**src/rtl/hmpp_ram.sv**
```systemverilog
`timescale 1ns / 1ps
// ----------------------------------------------------------------------------
// Generic single-port RAM
// One write and one read per cycle, read data registered.
// ----------------------------------------------------------------------------
module hmpp_ram #(
  parameter int WIDTH = 8,
  parameter int DEPTH = 16
) (
  input  logic                     clk_i,
  input  logic                     we_i,
  input  logic                     re_i,
  input  logic [$clog2(DEPTH)-1:0] addr_i,
  input  logic [WIDTH-1:0]         wdata_i,
  output logic [WIDTH-1:0]         rdata_o
);

  logic [WIDTH-1:0] mem [DEPTH];
  logic [WIDTH-1:0] rdata_q;

  always_ff @(posedge clk_i) begin
    if (we_i) begin
      mem[addr_i] <= wdata_i;
    end
    if (re_i) begin
      rdata_q <= mem[addr_i];
    end
  end

  assign rdata_o = rdata_q;

endmodule
```
**config.mk**
```make
export PLATFORM = sky130hd
export DESIGN_NAME = hmpp_ram
export DESIGN_NICKNAME = d
export VERILOG_FILES = /design/src/rtl/hmpp_ram.sv
export SDC_FILE = /design/constraint.sdc
export NUM_CORES = 1
export LEC_CHECK = 0
export BUFFER_PORTS_ARGS = -buffer_cell sky130_fd_sc_hd__buf_2
export CORE_MARGIN = 1.5
export CORE_UTILIZATION = 57
export CTS_BUF_LIST = sky130_fd_sc_hd__clkbuf_4 sky130_fd_sc_hd__clkbuf_8
export DETAILED_ROUTE_END_ITERATION = 6
export PLACE_DENSITY = 0.78
export SLEW_MARGIN = 25
export SYNTH_ARGS = -nofsm -noshare
export SYNTH_HDL_FRONTEND = slang
export SYNTH_SLANG_ARGS = --single-unit
```
**constraint.sdc**
```tcl
create_clock -name clk_i -period 1.68 [get_ports clk_i]
set_input_delay 0.336 -clock clk_i [delete_from_list [all_inputs] [get_ports clk_i]]
set_output_delay 0.336 -clock clk_i [all_outputs]
set_load 0.02 [all_outputs]
```
==> results of run 1 <==
==> metrics by stage <==
step | total power [µW] | hold slack (ns) | cell area [µm²] | setup slack, ns | TNS (ns)
2_1_floorplan | 4129 | 0.4349 | 5165 | -0.09411 | -6.942
3_3_place_gp | 4284 | 0.6947 | 5643 | -0.2005 | -1.136
3_5_place_dp | 4299 | 0.6973 | 5643 | -0.2265 | -1.298
4_1_cts | 6920 | 0.2562 | 6047 | 0.2038 | 0
5_1_grt | 7112 | 0.2347 | 6047 | 0.1375 | 0
6_report | 6886 | 0.2688 | 6047 | 0.2050 | 0
==> kinds of logic after synthesis <==
kind of cell           after synthesis  share of synthesized area (%)
multiplexers                        32                          14.00
buffers and inverters               11                          1.167
AND/OR/NAND/NOR                     35                          3.160
AO/OA/AOI/OAI                       16                          2.334
flip-flops                         136                          79.34
==> cells in the final DEF, fill, tap and decap left out <==
cell / netlist / layout
nor3_2: 0 / 1
buf_4: 0 / 31
buf_12: 0 / 3
nor2_2: 0 / 5
edfxtp_1: 136 / 136
nand3_1: 1 / 1
nor2b_1: 2 / 2
buf_2: 2 / 22
clkbuf_4: 0 / 2
clkinv_1: 0 / 2
clkbuf_8: 0 / 17
mux4_2: 32 / 32
nand3b_1: 2 / 2
clkinvlp_4: 0 / 4
nand2b_1: 2 / 2
clkinv_2: 0 / 2
bufinv_16: 0 / 3
nor3_1: 4 / 3
clkinv_4: 0 / 2
or3b_2: 1 / 1
and2_1: 1 / 1
nor2_1: 13 / 8
nand2_1: 9 / 9
a22oi_1: 16 / 16
==> worst paths after layout <==
kind                         from                    to  cells past startpoint
max                     addr_i[0]  rdata_o[1]$_DFFE_PP_                      5
min                          re_i  rdata_o[2]$_DFFE_PP_                      1
max reg2reg   mem[2][1]$_DFFE_PP_  rdata_o[1]$_DFFE_PP_                      3
min reg2reg  mem[15][2]$_DFFE_PP_  rdata_o[2]$_DFFE_PP_                      3
==> flip-flops by register name, indices dropped and copies added (netlist names) <==
register	flops
mem	128
rdata_o	8
==> layout make-up <==
class	instances	area [µm²]	share of cell area (%)
clock buffers	19	249.0	4.118
clock inverters	13	155.1	2.566
multi-input cells	83	1021	16.88
flip-flops and latches	136	4084	67.54
well taps	108	135.1	2.235
repair buffers	56	402.9	6.663
==> worst max-delay path: stages <==
cell and delay, ns:
buf_2 0.16, buf_4 0.26, mux4_2 0.52, a22oi_1 0.28, nand2_1 0.08
==> power breakdown <==
group / switching (µW) / leakage, µW / internal, µW
registers: 17.9 / 0.00124 / 3820
clock network: 1180 / 0.000194 / 1490
logic: 215 / 0.000589 / 167
==> layer usage <==
layer  share of wire (%)  GRT usage (%)  vias up
li1                    -              -     1094
met1                  41          25.18     1265
met2                  51          31.41       84
met3                 5.9          7.158       15
met4                 2.0          7.033        0
met5                   0              0        -
==> metrics.txt, run 1 <==
Worst-path clk slew 0.08 ns; fillcell total 509; sequential-to-total area share from yosys stat 79.34%; area grow syn2layout 17.48%; Skew-Pair Late Insertion Delay 0.42 ns; hold_buf cts 0; Critical Path Fanout Max 12; PwrDens 1139 nW/µm²; Post-route DRC 0; Critical Path End Type flip-flop; layout cells sized above 1 40.72%; synth top area cells edfxtp_1 79%, mux4_2 14%, a22oi_1 2.3%; post-route ant nets 0; LEAKAGE 0.002018 µW; Ant. Diodes 0; Synth Flop Type edfxtp_1; DP HPWL 5916 µm; Worst slew margin 62.82%; CTS tree built; CP arrival 1.65 ns; minimum clock period 1.475 ns; via count 2458; post-CTS setup buffer count 0; critical path startpoint category primary input; Mapped Cells 230; number of DRC markers in iteration 0 130; total grt overflow 0; Yosys top cell area share 79.34%; fmax 678.0 MHz; root buf cell clkbuf_8; Unique masters post-synth 17; Synth Cell Area 5147 µm²; EDFF count, synth 136; Final Hold Viols 0; Setup Skew 0.009021 ns; RSZ-0062 raised after global routing no; nets@finish 309; initial antenna violation count 0; Routed WL per cell 20.62 µm; Min-Delay Path Class in2reg; most frequent cell after synthesis edfxtp_1; Post-Syn Nets 245; Die W 98.03 µm; maximum vdd drop 0.5581 mV; vias in the first global route 2531; register bit total from synthesis 136; H-tree levels 4; post-CTS sizing 0; max-cap violation count 0; Total Routing Usage GR 19.64%; IO Count 23; fin cells 415; Cells after DPL 383; final WL 8556 µm; clock buffer count from CTS 17; # setup viols final 0; most frequent cells after synthesis 136 x edfxtp_1, 32 x mux4_2, 16 x a22oi_1, 13 x nor2_1, 9 x nand2_1; Placer Congestion 0.7780; Synth async-reset ratio 0%; status finished clean; pin count of the biggest net entering global routing 19; Slew @ Worst Pin 0.5566 ns; Starting Density 59.02%; count of clock tree sinks 136; largest area contributor in the netlist edfxtp_1; Synth warnings 0; WP data required 1.85 ns; first-pass GRT wire length 13550 µm; CTS Buffer Depth 2; Cell Rows 34; flop2flop setup slack 0.21 ns; crit path kind in2reg; synthesized area per cell 22.38 µm²; die area 9610 µm²; Chip Height 98.03 µm; Final Max Tran Viols 0; core area 8721 µm²; PortBufs 22; Layout Utilization 69.34%; fin crit share 87.80%; DR pass1 iterations 4; vias per std cell 5.923
(Power assumes the default switching activity.)
==> run 2: changes to the inputs <==
--- a/config.mk
+++ b/config.mk
@@ -6,11 +6,14 @@
 export NUM_CORES = 1
 export LEC_CHECK = 0
 export BUFFER_PORTS_ARGS = -buffer_cell sky130_fd_sc_hd__buf_2
+export CELL_PAD_IN_SITES_DETAIL_PLACEMENT = 0
+export CELL_PAD_IN_SITES_GLOBAL_PLACEMENT = 1
 export CORE_MARGIN = 1.5
-export CORE_UTILIZATION = 57
+export CORE_UTILIZATION = 51
 export CTS_BUF_LIST = sky130_fd_sc_hd__clkbuf_4 sky130_fd_sc_hd__clkbuf_8
 export DETAILED_ROUTE_END_ITERATION = 6
-export PLACE_DENSITY = 0.78
+export MAX_ROUTING_LAYER = met4
+export PLACE_DENSITY_LB_ADDON = 0.1
 export SLEW_MARGIN = 25
 export SYNTH_ARGS = -nofsm -noshare
 export SYNTH_HDL_FRONTEND = slang
==> run 2 against run 1 <==
Global-route usage up 0.64 points; sequential share of layout area is 0.36 points lower; setup slack gained 0.014 ns; first-iteration DRC count shrank 17%; design area up 0.54%; count of clock-buffer cells in the layout increased by 1; die area grew 11%; hold slack gained 0.0064 ns; critical path type is now reg2reg.
==> metrics.txt, run 2 (same netlist as run 1, synthesis figures left out) <==
Critical Path End Type flip-flop; minimum clock period 1.461 ns (-0.01423 ns); fmax 684.6 MHz (+0.97%); status finished clean; WP data required 1.86 ns (about the same); area grow syn2layout 18.11%; Worst slew margin 48.55% (-14 points); FF-to-FF End rdata_o[0]$_DFFE_PP_; root buf cell clkbuf_8; Placer Congestion 0.7839 (+0.76%); smallest hold slack 0.2751 ns (+0.006360 ns); nets@finish 306 (-0.97%); core area 9774 µm² (+12%); Post-route DRC 0 (unchanged); crit path to rdata_o[0]$_DFFE_PP_; max FFs per register 128 (unchanged); Setup Skew 0.008358 ns (-0.0006635 ns); Total Routing Usage GR 20.28% (+0.64 points); fin crit share 86.95% (-0.85 points); post-route ant nets 0 (unchanged); Slew @ Worst Pin 0.7701 ns (+0.2135 ns); Routed WL per cell 20.92 µm (+1.5%); Die W 103.5 µm (+5.5%); reg2reg start mem[3][0]$_DFFE_PP_; clock buffer count from CTS 17 (unchanged); CP arrival 1.64 ns (about the same); Cell Rows 36 (+5.9%); CTS Buffer Depth 2 (unchanged); PortBufs 22 (unchanged); depth of the most critical reg-to-reg path 3 (unchanged); post-CTS setup buffer count 0 (unchanged); Ant. Diodes 0 (unchanged); # setup viols final 0 (unchanged); vias per std cell 5.506 (-7.0%); first-pass GRT wire length 14260 µm (+5.2%); max-cap violation count 0 (unchanged); critical path startpoint category flip-flop; Min-Delay Path Class in2reg; die area 10710 µm² (+11%); maximum vdd drop 0.5781 mV (+3.6%); Final Max Tran Viols 0 (unchanged); Worst-path clk slew 0.07 ns (about the same); Crit. Startpoint mem[3][0]$_DFFE_PP_; Top reg by flops mem; LEAKAGE 0.002018 µW (about the same); count of clock tree sinks 136 (unchanged); pin count of the biggest net entering global routing 19 (unchanged); final WL 9143 µm (+6.9%); Critical Path Fanout Max 1 (-11); total grt overflow 0 (unchanged); post-CTS sizing 0 (unchanged); vias in the first global route 2506 (-0.99%); commonest non-fill, non-tap cell in the layout edfxtp_1; IO Count 23 (unchanged); Chip Height 103.5 µm (+5.5%); most frequent cells in the layout 136 x edfxtp_1, 32 x mux4_2, 23 x buf_4, 22 x buf_2, 17 x clkbuf_8; initial antenna violation count 0 (unchanged); Starting Density 52.66% (-6.4 points); DR pass1 iterations 4 (unchanged); hold_buf cts 0 (unchanged); PwrDens 1099 nW/µm² (-3.5%); layout cells sized above 1 39.80% (-0.91 points); Final Hold Viols 0 (unchanged); flop2flop setup slack 0.22 ns (about the same); RSZ-0062 raised after global routing no; crit path kind reg2reg; CTS tree built; number of DRC markers in iteration 0 108 (-17%); DP HPWL 6446 µm (+9.0%); H-tree levels 4 (unchanged); Skew-Pair Late Insertion Delay 0.43 ns (about the same); fillcell total 742 (+46%); Setup TNS 0 ns (unchanged); via count 2406 (-2.1%)
[run 2: cell count changes in the layout (fill, tap and decap cells not counted), sizes merged]
cell      change
buf           -3
bufinv        -1
clkbuf        +1
clkinv        +3
clkinvlp      -3
[run 2: worst max-delay path: stages, from the launching register on]
cell and delay, ns:
edfxtp_1 0.35, mux4_2 0.46, a22oi_1 0.31, nand2_1 0.09
[run 2: power breakdown]
part | leakage (µW) | switching [µW] | internal, µW
Combinational | 0.000590 | 225 | 175
Clock | 0.000193 | 1110 | 1330
Sequential | 0.00124 | 19.2 | 3820
Total | 0.00202 | 1360 | 5330
[run 2: layer usage]
layer / GRT usage [%] / vias up / wire, µm
met1: 26.05 / 1253 / 4125
met3: 6.452 / 10 / 343
met2: 31.07 / 52 / 4588
met4: 6.757 / 0 / 85
li1: - / 1091 / -
met5: - / - / 0
[run 2: stage by stage]
stage	setup slack [ns]	cell area (µm²)	total power (µW)	instances	util, %
global route	0.1382	6080	6921	437	62.20
finish	0.2193	6080	6684	437	62.20
global placement	-0.2167	5714	4308	405	58.46
CTS	0.2044	6080	6746	437	62.20
floorplan	-0.09411	5165	4129	230	-
detailed placement	-0.2237	5714	4319	405	58.46
[run 2: how the worst min path moves through the flow]
stage	start	endpoint	slack, ns	cells past startpoint
floorplan	wdata_i[0]	mem[0][0]$_DFFE_PP_	0.43	0
global placement	re_i	rdata_o[7]$_DFFE_PP_	0.72	1
detailed placement	re_i	rdata_o[7]$_DFFE_PP_	0.72	1
CTS	re_i	rdata_o[0]$_DFFE_PP_	0.25	1
global route	re_i	rdata_o[0]$_DFFE_PP_	0.25	1
finish	re_i	rdata_o[7]$_DFFE_PP_	0.28	1
[run 2: layout make-up]
class / count / area [µm²] / share of cell area (%)
timing repair buffer: 53 / 442.9 / 7.285
clock inverter: 12 / 108.9 / 1.790
multi-input combinational: 83 / 1021 / 16.79
tap: 133 / 166.4 / 2.737
clock buffer: 20 / 256.5 / 4.219
sequential: 136 / 4084 / 67.17
==> run 3: changes to the inputs <==
==> constraint.sdc (replaced) <==
create_clock -name clk_i -period 1.68 [get_ports clk_i]
set_input_delay 0.252 -clock clk_i [delete_from_list [all_inputs] [get_ports clk_i]]
set_output_delay 0.252 -clock clk_i [all_outputs]
set_load 0.02 [all_outputs]
==> run 3 against run 2 <==
Hold slack got worse by 0.068 ns; register-to-register slack got worse by 0.06 ns; routed wire length increased by 3.1%; clock power increased by 5%; critical path type unchanged; largest power group unchanged.
==> metrics.txt, run 3 (same netlist as run 1, synthesis figures left out) <==
die area 10710 µm² (unchanged); Post-route DRC 0 (unchanged); Crit path largest cell delay 0.49 ns (+0.03 ns); layout cells sized above 1 37.75% (-2.1 points); smallest hold slack 0.2073 ns (-0.06785 ns); gr busiest metal met2; placed cell areas 5662 µm² (-0.92%); # setup viols final 0 (unchanged); DP HPWL 6256 µm (-3.0%); Critical Path End Type flip-flop; Slew @ Worst Pin 0.7230 ns (-0.04710 ns); Chip Height 103.5 µm (unchanged); area grow syn2layout 17.33%; Routed WL per cell 21.68 µm (+3.6%); status finished clean; IO Count 23 (unchanged); fin crit share 90.32% (+3.4 points); total grt overflow 0 (unchanged); met1 Use GR 28.07% (+2.0 points); WP data required 1.84 ns (-0.02 ns); Setup Skew 0.009958 ns (+0.001601 ns); Total Routing Usage GR 20.59% (+0.31 points); Top reg by flops mem; Final Max Tran Viols 0 (unchanged); post-CTS setup buffer count 0 (unchanged); Die W 103.5 µm (unchanged); PwrDens 1126 nW/µm² (+2.4%); GRT met2 Usage 30.62% (-0.45 points); fin area 6040 µm² (-0.66%); Worst slew margin 51.70% (+3.1 points); nets@finish 304 (-0.65%); vias in the first global route 2589 (+3.3%); clock buffer count from CTS 17 (unchanged); Min-Delay Path Class in2reg; pin count of the biggest net entering global routing 25 (+6); initial antenna violation count 0 (unchanged); Cell Rows 36 (unchanged); via count 2446 (+1.7%); Placer Congestion 0.7383 (-5.8%); final WL 9430 µm (+3.1%); vias per std cell 5.623 (+2.1%); Skew-Pair Late Insertion Delay 0.42 ns (about the same); max FFs per register 128 (unchanged); root buf cell clkbuf_8; CP arrival 1.68 ns (+0.04 ns); Ant. Diodes 0 (unchanged); RSZ-0062 raised after global routing no; DR pass1 iterations 4 (unchanged); Crit-path slowest cell mux4_2; count of clock tree sinks 136 (unchanged); maximum vdd drop 0.6511 mV (+13%); H-tree levels 4 (unchanged); Cells after DPL 403 (-0.49%); post-CTS sizing 0 (unchanged); most frequent cells in the layout 136 x edfxtp_1, 32 x mux4_2, 23 x buf_4, 22 x buf_2, 17 x clkbuf_8; number of DRC markers in iteration 0 167 (+55%); post-route ant nets 0 (unchanged); max-cap violation count 0 (unchanged); PortBufs 22 (unchanged); hold_buf cts 0 (unchanged); grt met3 use 5.847% (-0.60 points); Worst-path clk slew 0.08 ns (about the same); CTS tree built; critical path startpoint category flip-flop; fmax 659.0 MHz (-3.7%); LEAKAGE 0.001994 µW (-1.2%); CP cell instances mux4_2 -> a22oi_1 -> nand2_1; Starting Density 52.66% (unchanged); commonest non-fill, non-tap cell in the layout edfxtp_1; CP delay by family, top multiplexers; first-pass GRT wire length 14600 µm (+2.4%); minimum clock period 1.517 ns (+0.05669 ns); Final Hold Viols 0 (unchanged); fin cells 435 (-0.46%); Layout Utilization 61.79% (-0.41 points); CTS Buffer Depth 2 (unchanged); Critical Path Fanout Max 1 (unchanged); crit path kind reg2reg; Worst Path Buf+Inv 0 (unchanged); core area 9774 µm² (unchanged); fillcell total 695 (-6.3%)
[run 3: path summary, 6_finish.rpt]
check	from	end	slack, ns	cells past startpoint
max reg2reg	mem[2][0]$_DFFE_PP_	rdata_o[0]$_DFFE_PP_	0.16	3
min	re_i	rdata_o[1]$_DFFE_PP_	0.21	1
max	mem[2][0]$_DFFE_PP_	rdata_o[0]$_DFFE_PP_	0.16	3
min reg2reg	mem[12][0]$_DFFE_PP_	rdata_o[0]$_DFFE_PP_	0.76	3
[run 3: per-layer routing]
metal | share of wire [%] | routed length [µm] | up-vias
met5 | 0 | 0 | -
met4 | 0.65 | 61 | 0
met3 | 6.6 | 620 | 7
met2 | 48 | 4536 | 82
met1 | 45 | 4212 | 1272
li1 | - | - | 1085
[run 3: cell type report]
type	count	area, µm²	area share [%]
Tap cell	133	166.4	2.755
Sequential cell	136	4084	67.62
Clock buffer	19	249.0	4.123
Clock inverter	13	128.9	2.134
Timing Repair Buffer	51	402.9	6.671
Multi-Input combinational cell	83	1008	16.70
[run 3: power by group]
| part | internal, µW | switching (µW) | total [µW] |
|---|---|---|---|
| Clock | 1340 | 1230 | 2560 |
| Combinational | 174 | 220 | 394 |
| Sequential | 3820 | 22.0 | 3840 |
| Total | 5330 | 1470 | 6800 |
[run 3: metrics by stage]
| step | setup TNS, ns | total power, µW | worst slack (ns) |
|---|---|---|---|
| 2_1_floorplan | -0.3287 | 4127 | -0.01011 |
| 3_3_place_gp | -0.7979 | 4310 | -0.1625 |
| 3_5_place_dp | -0.8695 | 4317 | -0.1739 |
| 4_1_cts | 0 | 6845 | 0.1424 |
| 5_1_grt | 0 | 7015 | 0.07778 |
| 6_report | 0 | 6799 | 0.1626 |
